===== config.mk =====
export PLATFORM = sky130hd
export DESIGN_NAME = queue_with_value_removal
export DESIGN_NICKNAME = d
export VERILOG_FILES = /design/src/hdl/qvr_pkg.sv /design/src/hdl/qvr_ram.sv /design/src/hdl/queue_with_value_removal.sv
export SDC_FILE = /design/constraint.sdc
export NUM_CORES = 1
export LEC_CHECK = 0
export BUFFER_PORTS_ARGS = -buffer_cell sky130_fd_sc_hd__buf_2
export CORE_ASPECT_RATIO = 0.9
export CORE_MARGIN = 2
export CORE_UTILIZATION = 48
export CTS_CLUSTER_DIAMETER = 200
export DETAILED_ROUTE_END_ITERATION = 16
export PLACE_DENSITY = 0.69
export SKIP_CTS_REPAIR_TIMING = 1
export SYNTH_ARGS = -nofsm -noshare
export SYNTH_HDL_FRONTEND = slang
export SYNTH_SLANG_ARGS = --single-unit

===== constraint.sdc =====
create_clock -name clk -period 6.6 [get_ports clk]
set_input_delay 0.66 -clock clk [delete_from_list [all_inputs] [get_ports clk]]
set_output_delay 0.66 -clock clk [all_outputs]
set_load 0.02 [all_outputs]

===== src/hdl/qvr_pkg.sv =====
// ----------------------------------------------------------------------------
// qvr_pkg: shared definitions for the queue with value removal
// Command and status codes, sequencer states and default sizes.
// ----------------------------------------------------------------------------
package qvr_pkg;

	// Default sizes of the value store.
	localparam int DEPTH_DEF      = 16;
	localparam int VALUE_BITS_DEF = 16;

	// Fixed widths of the command and result fields.
	localparam int CMD_W    = 2;
	localparam int VALUE_W  = 16;
	localparam int STATUS_W = 2;
	localparam int OCC_W    = 5;

	typedef enum logic [CMD_W-1:0] {
		CMD_APPEND      = 2'd0,
		CMD_REMOVE_HEAD = 2'd1,
		CMD_REMOVE_TAIL = 2'd2,
		CMD_REMOVE_VAL  = 2'd3
	} cmd_t;

	typedef enum logic [STATUS_W-1:0] {
		STATUS_OK        = 2'd0,
		STATUS_FULL      = 2'd1,
		STATUS_EMPTY     = 2'd2,
		STATUS_NOT_FOUND = 2'd3
	} status_t;

	typedef enum logic [1:0] {
		ST_IDLE,
		ST_READ,
		ST_SCAN,
		ST_SHIFT
	} state_t;

endpackage


===== src/hdl/qvr_ram.sv =====
// ----------------------------------------------------------------------------
// qvr_ram: generic simple dual-port RAM
// One write port and one read port; the read data is registered.
// ----------------------------------------------------------------------------
module qvr_ram #(
	parameter int WIDTH = 16,
	parameter int DEPTH = 16,
	localparam int AW = (DEPTH > 1) ? $clog2(DEPTH) : 1
) (
	input  logic             clk,
	input  logic             wr_en,
	input  logic [AW-1:0]    wr_addr,
	input  logic [WIDTH-1:0] wr_data,
	input  logic             rd_en,
	input  logic [AW-1:0]    rd_addr,
	output logic [WIDTH-1:0] rd_data
);

	logic [WIDTH-1:0] mem_q [DEPTH];

	always_ff @(posedge clk) begin
		if (wr_en) begin
			mem_q[wr_addr] <= wr_data;
		end
		if (rd_en) begin
			rd_data <= mem_q[rd_addr];
		end
	end

endmodule


===== src/hdl/queue_with_value_removal.sv =====
// ----------------------------------------------------------------------------
// queue_with_value_removal: linear array queue with removal by value
// Append, remove head, remove tail and remove a given value, one command
// at a time, with the entries held in a single synchronous RAM.
// ----------------------------------------------------------------------------
// A command is transferred at a rising edge where start is high and busy is
// low. Its result is presented on result_value, status and occupancy for
// exactly one cycle, marked by done; the receiver cannot stall it, so the
// result must be taken in that cycle. A new command may be transferred in
// the same cycle as done. An append, any full or empty refusal and the
// removal of a value from an empty queue end straight from idle; removing
// the head or the tail passes through the read state, as the entry is
// read through the RAM's registered port. Removing a value scans from
// the tail towards the head, one RAM read per cycle with each compare in
// the cycle after its read, and then moves each later entry one slot
// down, one read and one write per cycle. The single RAM read port sets
// this pace. Slots freed at the head are never reused, and the queue
// reports full once the tail reaches DEPTH.
// ----------------------------------------------------------------------------
module queue_with_value_removal
	import qvr_pkg::*;
#(
	parameter int DEPTH      = DEPTH_DEF,
	parameter int VALUE_BITS = VALUE_BITS_DEF
) (
	input  logic                clk,
	input  logic                arst_n,
	input  logic                start,
	output logic                busy,
	input  logic [CMD_W-1:0]    command,
	input  logic [VALUE_W-1:0]  value,
	output logic                done,
	output logic [VALUE_W-1:0]  result_value,
	output logic [STATUS_W-1:0] status,
	output logic [OCC_W-1:0]    occupancy
);

	// The RAM address covers the slots; the indices must also hold DEPTH.
	localparam int AW    = (DEPTH > 1) ? $clog2(DEPTH) : 1;
	localparam int IDX_W = $clog2(DEPTH + 1);
	localparam logic [IDX_W-1:0] DEPTH_IDX = IDX_W'(DEPTH);

	state_t state_q, state_d;

	logic [IDX_W-1:0] head_q, tail_q;
	logic [IDX_W-1:0] scan_ptr_q;   // next slot to read while scanning
	logic [IDX_W-1:0] left_q;       // slots still to read while scanning
	logic [IDX_W-1:0] rd_ptr_q;     // next slot to read while shifting
	logic             pend_s1;      // a RAM read was issued last cycle
	logic [AW-1:0]    pend_addr_s1; // and this was its address
	cmd_t             cmd_q;
	logic [VALUE_BITS-1:0] val_q;

	logic                  done_q;
	logic [VALUE_BITS-1:0] res_value_q;
	status_t               res_status_q;

	// RAM ports
	logic                  ram_wr_en, ram_rd_en;
	logic [AW-1:0]         ram_wr_addr, ram_rd_addr;
	logic [VALUE_BITS-1:0] ram_wr_data, ram_rd_data;

	logic                  accept;
	cmd_t                  cmd_in;
	logic [VALUE_BITS-1:0] val_in;
	logic                  is_full, is_empty;
	logic                  hit, miss, shift_end;
	logic [IDX_W-1:0]      tail_less_one;

	// Fit the input value to the stored width: truncate or zero-extend.
	always_comb begin
		for (int i = 0; i < VALUE_BITS; i++) begin
			val_in[i] = (i < VALUE_W) ? value[i] : 1'b0;
		end
	end

	always_comb begin
		for (int i = 0; i < VALUE_W; i++) begin
			result_value[i] = (i < VALUE_BITS) ? res_value_q[i] : 1'b0;
		end
	end

	assign cmd_in        = cmd_t'(command);
	assign busy          = (state_q != ST_IDLE);
	assign accept        = start && !busy;
	assign is_full       = (tail_q == DEPTH_IDX);
	assign is_empty      = (head_q == tail_q);
	assign tail_less_one = tail_q - IDX_W'(1);

	// Scan outcome: the compare runs on the data of last cycle's read.
	assign hit       = (state_q == ST_SCAN) && pend_s1 && (ram_rd_data == val_q);
	assign miss      = (state_q == ST_SCAN) && pend_s1 && (ram_rd_data != val_q)
	                   && (left_q == '0);
	// The shift ends once every later entry is read and the last write is out.
	assign shift_end = (state_q == ST_SHIFT) && !pend_s1 && (rd_ptr_q == tail_q);

	assign done      = done_q;
	assign status    = res_status_q;
	// Between head and tail after the command; the indices settle with done.
	assign occupancy = OCC_W'(tail_q - head_q);

	// Next state
	always_comb begin
		state_d = state_q;
		case (state_q)
			ST_IDLE: begin
				if (accept) begin
					case (cmd_in)
						CMD_REMOVE_HEAD,
						CMD_REMOVE_TAIL: if (!is_empty) state_d = ST_READ;
						CMD_REMOVE_VAL:  if (!is_empty) state_d = ST_SCAN;
						default:         state_d = ST_IDLE;
					endcase
				end
			end
			ST_READ: state_d = ST_IDLE;
			ST_SCAN: begin
				if (hit) begin
					state_d = ST_SHIFT;
				end else if (miss) begin
					state_d = ST_IDLE;
				end
			end
			ST_SHIFT: if (shift_end) state_d = ST_IDLE;
			default:  state_d = ST_IDLE;
		endcase
	end

	// RAM control
	always_comb begin
		ram_wr_en   = 1'b0;
		ram_wr_addr = tail_q[AW-1:0];
		ram_wr_data = val_in;
		ram_rd_en   = 1'b0;
		ram_rd_addr = head_q[AW-1:0];
		case (state_q)
			ST_IDLE: begin
				if (accept) begin
					case (cmd_in)
						CMD_APPEND: ram_wr_en = !is_full;
						CMD_REMOVE_HEAD: ram_rd_en = !is_empty;
						CMD_REMOVE_TAIL: begin
							ram_rd_en   = !is_empty;
							ram_rd_addr = tail_less_one[AW-1:0];
						end
						default: ram_rd_en = 1'b0;
					endcase
				end
			end
			ST_SCAN: begin
				// No further read once a match is seen, so the shift starts
				// with nothing in flight.
				ram_rd_en   = (left_q != '0) && !hit;
				ram_rd_addr = scan_ptr_q[AW-1:0];
			end
			ST_SHIFT: begin
				// Read slot j while writing the data read from slot j-1 into the slot
				// below it: the two never meet.
				ram_rd_en   = (rd_ptr_q != tail_q);
				ram_rd_addr = rd_ptr_q[AW-1:0];
				ram_wr_en   = pend_s1;
				ram_wr_addr = pend_addr_s1 - AW'(1);
				ram_wr_data = ram_rd_data;
			end
			default: ram_rd_en = 1'b0;
		endcase
	end

	// Control registers
	always_ff @(posedge clk or negedge arst_n) begin
		if (!arst_n) begin
			state_q <= ST_IDLE;
			head_q  <= '0;
			tail_q  <= '0;
			pend_s1 <= 1'b0;
			done_q  <= 1'b0;
		end else begin
			state_q <= state_d;
			pend_s1 <= ram_rd_en;
			case (state_q)
				ST_IDLE: begin
					if (accept) begin
						case (cmd_in)
							CMD_APPEND: begin
								done_q <= 1'b1;
								if (!is_full) tail_q <= tail_q + IDX_W'(1);
							end
							CMD_REMOVE_HEAD,
							CMD_REMOVE_TAIL,
							CMD_REMOVE_VAL: done_q <= is_empty;
							default: done_q <= 1'b0;
						endcase
					end else begin
						done_q <= 1'b0;
					end
				end
				ST_READ: begin
					done_q <= 1'b1;
					if (cmd_q == CMD_REMOVE_HEAD) begin
						head_q <= head_q + IDX_W'(1);
					end else begin
						tail_q <= tail_less_one;
					end
				end
				ST_SCAN: done_q <= miss;
				ST_SHIFT: begin
					done_q <= shift_end;
					if (shift_end) tail_q <= tail_less_one;
				end
				default: done_q <= 1'b0;
			endcase
		end
	end

	// Datapath registers
	always_ff @(posedge clk) begin
		pend_addr_s1 <= ram_rd_addr;
		case (state_q)
			ST_IDLE: begin
				if (accept) begin
					cmd_q       <= cmd_in;
					val_q       <= val_in;
					scan_ptr_q  <= tail_less_one;
					left_q      <= tail_q - head_q;
					res_value_q <= '0;
					case (cmd_in)
						CMD_APPEND:     res_status_q <= is_full ? STATUS_FULL : STATUS_OK;
						CMD_REMOVE_VAL: res_status_q <= STATUS_NOT_FOUND;
						default:        res_status_q <= STATUS_EMPTY;
					endcase
				end
			end
			ST_READ: begin
				res_value_q  <= ram_rd_data;
				res_status_q <= STATUS_OK;
			end
			ST_SCAN: begin
				if (ram_rd_en) begin
					scan_ptr_q <= scan_ptr_q - IDX_W'(1);
					left_q     <= left_q - IDX_W'(1);
				end
				if (hit) begin
					res_value_q  <= ram_rd_data;
					res_status_q <= STATUS_OK;
					rd_ptr_q     <= IDX_W'(pend_addr_s1) + IDX_W'(1);
				end else begin
					res_value_q  <= '0;
					res_status_q <= STATUS_NOT_FOUND;
				end
			end
			ST_SHIFT: begin
				if (ram_rd_en) rd_ptr_q <= rd_ptr_q + IDX_W'(1);
			end
			default: cmd_q <= cmd_q;
		endcase
	end

	qvr_ram #(
		.WIDTH(VALUE_BITS),
		.DEPTH(DEPTH)
	) u_entries (
		.clk     (clk),
		.wr_en   (ram_wr_en),
		.wr_addr (ram_wr_addr),
		.wr_data (ram_wr_data),
		.rd_en   (ram_rd_en),
		.rd_addr (ram_rd_addr),
		.rd_data (ram_rd_data)
	);

endmodule


# Word level (Yosys, flattened, before mapping)
# Memories as Yosys holds them, arrays and structs flattened. A register that Yosys moved wholly into a read port is not among the register bits.
# Index checks and enable logic that the tools add are counted.
# op_classes
n_eq_ne	24
n_reduce_logical	31
addsub	9
mux	47
# op_table
op	count
2-to-1 mux 5 bit	11
2-to-1 mux 16 bit	3
one-hot mux 16 bit (3 select lines)	1
one-hot mux 5 bit (2 select lines)	3
== test 16 bit	1
2-to-1 mux 2 bit	8
!= test 16 bit	1
adder 5 x 1 -> 5 bit (second input constant)	3
one-hot mux 5 bit (3 select lines)	1
subtractor 5 x 1 -> 5 bit (second input constant)	3
!= test 2 bit (second input constant)	7
2-to-1 mux 4 bit	3
one-hot mux 4 bit (3 select lines)	1
== test 5 bit	2
!= test 3 bit (second input constant)	3
== test 2 bit (second input constant)	4
logical AND 1 bit	8
2-to-1 mux 1 bit	8
one-hot mux 2 bit (2 select lines)	2
one-hot mux 2 bit (4 select lines)	1
== test 2 x 1 -> 1 bit (second input constant)	3
one-hot mux 2 bit (3 select lines)	1
AND reduction 2 bit	3
AND reduction 3 bit	2
other kinds (19)	28
# word_totals
out_inout_bits	25
ff_bits	69
n_memories	1
ram_bits	256
# mem_list
memory	words	width	rd	rd_ports_with_merged_regs	write_ports	line_no	text
u_entries.mem_q	16	16	1	1	1	qvr_ram.sv:19	logic [WIDTH-1:0] mem_q [DEPTH];

# Longest topological paths before layout
# logic_depth
ltp_word	8
ltp_mapped	13
depth_no_buf	9

# By module
# From an unflattened synthesis, not the netlist that was laid out.
# hier_totals
cells_unflattened	770
area_unflattened_um2	14171.1
# by_module_without_submodules
mod	area_each_um2	n_inst	seq_area_each_um2	cells_each
qvr_ram	10202.3	1	8167.8	432
queue_with_value_removal	3968.8	1	1931.9	338

# Least setup slack after synthesis
# No wires, ideal clock.
# synth_timing
path_type	reg-to-reg
start	register tail_q[1]
end	register u_entries.rd_data[0], read port of u_entries.mem_q, data pin
required_ns	6.339
arrival_ns	2.867
setup_time_ns	0.261
setup_slack_ns	3.472
period_less_slack_ns	3.128
path_stages_with_launch	12
path_buffers	3
path_cell_list	dfrtp_1 -> clkbuf_1 -> inv_1 -> ha_1 -> nand4b_1 -> a21oi_2 -> buf_4 -> buf_2 -> mux2i_1 -> o2111ai_1 -> a32o_1 -> a221o_1
# synth_via
elab_chain_len	5
word_cells_on_any_way	10
classes_between	add/sub (1); eq/ne (2); mux (6); reduce/logical (1)
# synth_lines
item	line_no	text
start: declaration	queue_with_value_removal.sv:45	logic [IDX_W-1:0] head_q, tail_q;
start signal: assignment	queue_with_value_removal.sv:186	if (!is_full) tail_q <= tail_q + IDX_W'(1);
start signal: assignment	queue_with_value_removal.sv:202	tail_q <= tail_less_one;
start signal: assignment	queue_with_value_removal.sv:208	if (shift_end) tail_q <= tail_less_one;
branches (longest 5 deep; another with subtractor 5 x 1 -> 5 bit)	-	
end: declaration	qvr_ram.sv:16	output logic [WIDTH-1:0] rd_data
# Parallel ways; which one is timed is not known.
# A chain may end at the register's enable or synchronous reset.

# Worst setup path in the final report
# layout_timing
start	register state_q[1]
end	register u_entries.rd_data[3], read port of u_entries.mem_q, data pin
# layout_via
elab_chain_len	6
word_cells_on_any_way	14
classes_between	eq/ne (2); mux (4); reduce/logical (8)
# layout_lines
item	line_no	text
start: declaration	queue_with_value_removal.sv:43	state_t state_q, state_d;
start signal: assignment	queue_with_value_removal.sv:178	state_q <= state_d;
== test 2 bit	queue_with_value_removal.sv:91, queue_with_value_removal.sv:136	
logical AND 1 bit (2 in series)	queue_with_value_removal.sv:91	assign hit = (state_q == ST_SCAN) && pend_s1 && (ram_rd_data == val_q);
zero test 1 bit	queue_with_value_removal.sv:153	ram_rd_en = (left_q != '0) && !hit;
logical AND 1 bit	queue_with_value_removal.sv:153	
one-hot mux 1 bit (3 select lines)	queue_with_value_removal.sv:136	case (state_q)
# Parallel ways exist; a longest one is shown, timed or not.

==> results.py <==
metrics = {
    "synthesis": {
        "synth.yosys.warnings": 0,
        "yosysSeqAreaShare": 0.668,
        "netlist_instances": 1123,
        "synth.net_count": 1167,
        "synth.distinct_cells": 70,
        "async_flop_share": 0.0412,
        "synth-edff-count": 322,
        "syn_area_um2": 15100,
        "synth-seq-cells": 340,
        "postSynthAreaPerCell_um2": 13.5,
        "synthFlopType": "edfxtp_1",
    },
    "cts": {
        "htreeDepth": 2,
        "cts_tree": "built",
        "clock_sinks": 340,
        "cts-root-buf": "clkbuf_16",
        "clockBufferDepth": 3,
        "clock_latency_ns": 0.53,
        "cts-buffers-inserted": 37,
        "path_clk_slew_ns": 0.06,
    },
    "grt": {
        "grt_pass1_vias": 9330,
        "grt_max_degree": 66,
        "grt.overflow.total": 0,
        "grt.total_usage": 0.218,
        "antenna_found_initial": 0,
        "grt_pass1_wl_um": 54600,
    },
    "timing": {
        "period_minus_slack_ns": 4.27,
        "rsz0062_at_grt": "no",
        "maxSlewHeadroom": 0.228,
        "hold_violations": 0,
        "fin_skew_ns": 0.0217,
        "fin_crit_sh": 0.646,
        "setup_tns_ns": 0,
        "slew_viol_final": 0,
        "fmax_mhz": 234,
        "finalSetupViolations": 0,
        "worst_pin_slew_ns": 1.16,
    },
    "placement": {
        "place.gp.congestion": 0.837,
        "hpwlAfterDp_um": 21900,
        "io_buffers": 45,
    },
    "hold_path": {
        "hold_class": "input port to async pin",
    },
    "power_and_ir_drop": {
        "total_power_mw": 8.60,
        "p_leak_nw": 5.78,
        "peakVddDrop_uv": 317,
        "power.density_nw_per_um2": 504,
    },
    "final_layout": {
        "final_common_cell": "edfxtp_1",
        "fill_cells": 2482,
        "syn_to_final_growth_pct": 12.9,
        "drive_gt1_frac": 0.146,
        "ff_latch_area_um2": 10100,
        "multi_input_area_um2": 4610,
        "nets": 1212,
        "layout_common_cells": "322 x edfxtp_1, 168 x nand2_1, 46 x a21oi_1, 45 x buf_2, 40 x mux2i_1",
        "diodes": 0,
    },
    "floorplanning": {
        "ios": 46,
        "dieArea_um2": 32900,
        "core_um2": 31000,
        "rows": 61,
        "die_height_um": 172,
        "initial_core_util": 0.488,
        "die_w_um": 191,
    },
    "worst_setup_path": {
        "end_kind": "flip-flop",
        "cp-start-kind": "flip-flop",
        "path_max_fanout": 65,
        "crit_required_ns": 6.98,
        "worstSetupPathType": "flip-flop to flip-flop",
        "reg2regPathDepth": 10,
        "cp.arrival_ns": 4.64,
    },
    "drt": {
        "ant_nets": 0,
        "vias": 9791,
        "dr.pass1.iters": 7,
        "wl_per_cell_um": 22.3,
        "drtIter0Drc": 1089,
        "drt-total-wl_um": 35900,
        "drc_errors": 0,
        "viasPerCell": 6.10,
    },
    "run_status": {
        "outcome": "completed",
    },
    "run": {
        "drv_cap": 0,
    },
}
-- cell type report --
| type | instances | share of cell area |
|---|---|---|
| repair buffers | 79 | 0.0281 |
| well taps | 409 | 0.0300 |
| flip-flops and latches | 340 | 0.592 |
| multi-input cells | 679 | 0.270 |
| clock inverters | 26 | 0.0160 |
| inverters | 31 | 0.00682 |
| clock buffers | 41 | 0.0576 |
-- synthesized netlist by cell type (14+ instances only) --
| cell | count | area [um^2] |
|---|---|---|
| edfxtp_1 | 322 | 9670 |
| nand2_1 | 168 | 631 |
| a21oi_1 | 46 | 230 |
| mux2i_1 | 40 | 400 |
| clkbuf_1 | 37 | 139 |
| nor2_1 | 36 | 135 |
| xnor2_1 | 31 | 272 |
| o21ai_0 | 30 | 150 |
| a32oi_1 | 29 | 254 |
| nand3_1 | 29 | 145 |
| o2111ai_1 | 28 | 245 |
| buf_2 | 27 | 135 |
| inv_1 | 27 | 101 |
| ha_1 | 22 | 275 |
| and3_1 | 21 | 131 |
| mux2_2 | 19 | 214 |
| and2_1 | 18 | 113 |
| a211o_1 | 16 | 140 |
| a311oi_1 | 16 | 140 |
| a32o_1 | 16 | 160 |
| a221o_1 | 15 | 150 |
| dfrtp_1 | 14 | 350 |
-- metrics by stage --
stage	cells	instance area, um^2	utilization	hold WS (ns)	setup WS, ns
after CTS	1605	17100	0.551	0.0488	2.43
after global routing	1605	17100	0.551	0.0646	2.20
after detailed placement	1538	15800	0.510	0.504	2.47
final	1605	17100	0.551	0.0578	2.33
after floorplan	1123	15100	-	0.364	3.47
after global placement	1538	15800	0.510	0.487	2.54
-- sequential cells by signal, summed over array words and instances (netlist names), 5 cells and up --
name and cells:
head_q 5, left_q 5, rd_ptr_q 5, result_value 16, tail_q 5, u_entries.mem_q 256, u_entries.rd_data 16, val_q 16
-- final timing paths --
| path | start | to | slack [ns] |
|---|---|---|---|
| setup reg to reg | state_q[1] | u_entries.rd_data[3] | 2.33 |
| min in group clk | value[10] | val_q[10] | 0.34 |
| hold / removal | arst_n | state_q[0] | 0.06 |
| hold reg to reg | head_q[4] | head_q[4] | 0.51 |
| setup / recovery | state_q[1] | u_entries.rd_data[3] | 2.33 |
| max in group asynchronous | arst_n | head_q[3] | 6.25 |
-- per-layer routing --
| layer | share of wire | up-vias | global-route usage | routed length (um) |
|---|---|---|---|---|
| met1 | 0.45 | 4916 | 0.318 | 16100 |
| li1 | - | 4412 | - | - |
| met2 | 0.46 | 426 | 0.343 | 16300 |
| met4 | 0.013 | 0 | 0.0502 | 484 |
| met3 | 0.084 | 37 | 0.0349 | 3010 |
| met5 | 0 | - | 0 | 0 |
-- cell families (layout without fill, tap and decap cells) --
logic type	Yosys count	count (layout)	synth area share
flip-flops	340	340	0.668
AND/OR/NAND/NOR	308	308	0.0931
AO/OA/AOI/OAI	245	245	0.124
buffers and inverters	104	177	0.0293
multiplexers	59	59	0.0406
XOR/XNOR	44	44	0.0255
adder cells (fa/ha/maj)	23	23	0.0195
-- where the power goes --
part           leakage (nW)  switching, mW  internal (mW)
clock network         0.603          0.841           1.27
registers              3.15          0.207           2.81
logic                  2.02           2.26           1.20
total                  5.78           3.31           5.29
-- critical path, stage by stage, from the launching register on --
cell	delay (ns)
dfrtp_1	0.42
inv_1	0.16
ha_1	0.66
inv_2	0.30
a21oi_2	0.87
nor2_4	0.03
inv_2	0.28
buf_4	0.65
a211o_1	0.26
a32o_1	0.28
a221o_1	0.16
No activity file was read; power rests on OpenSTA's default activity.
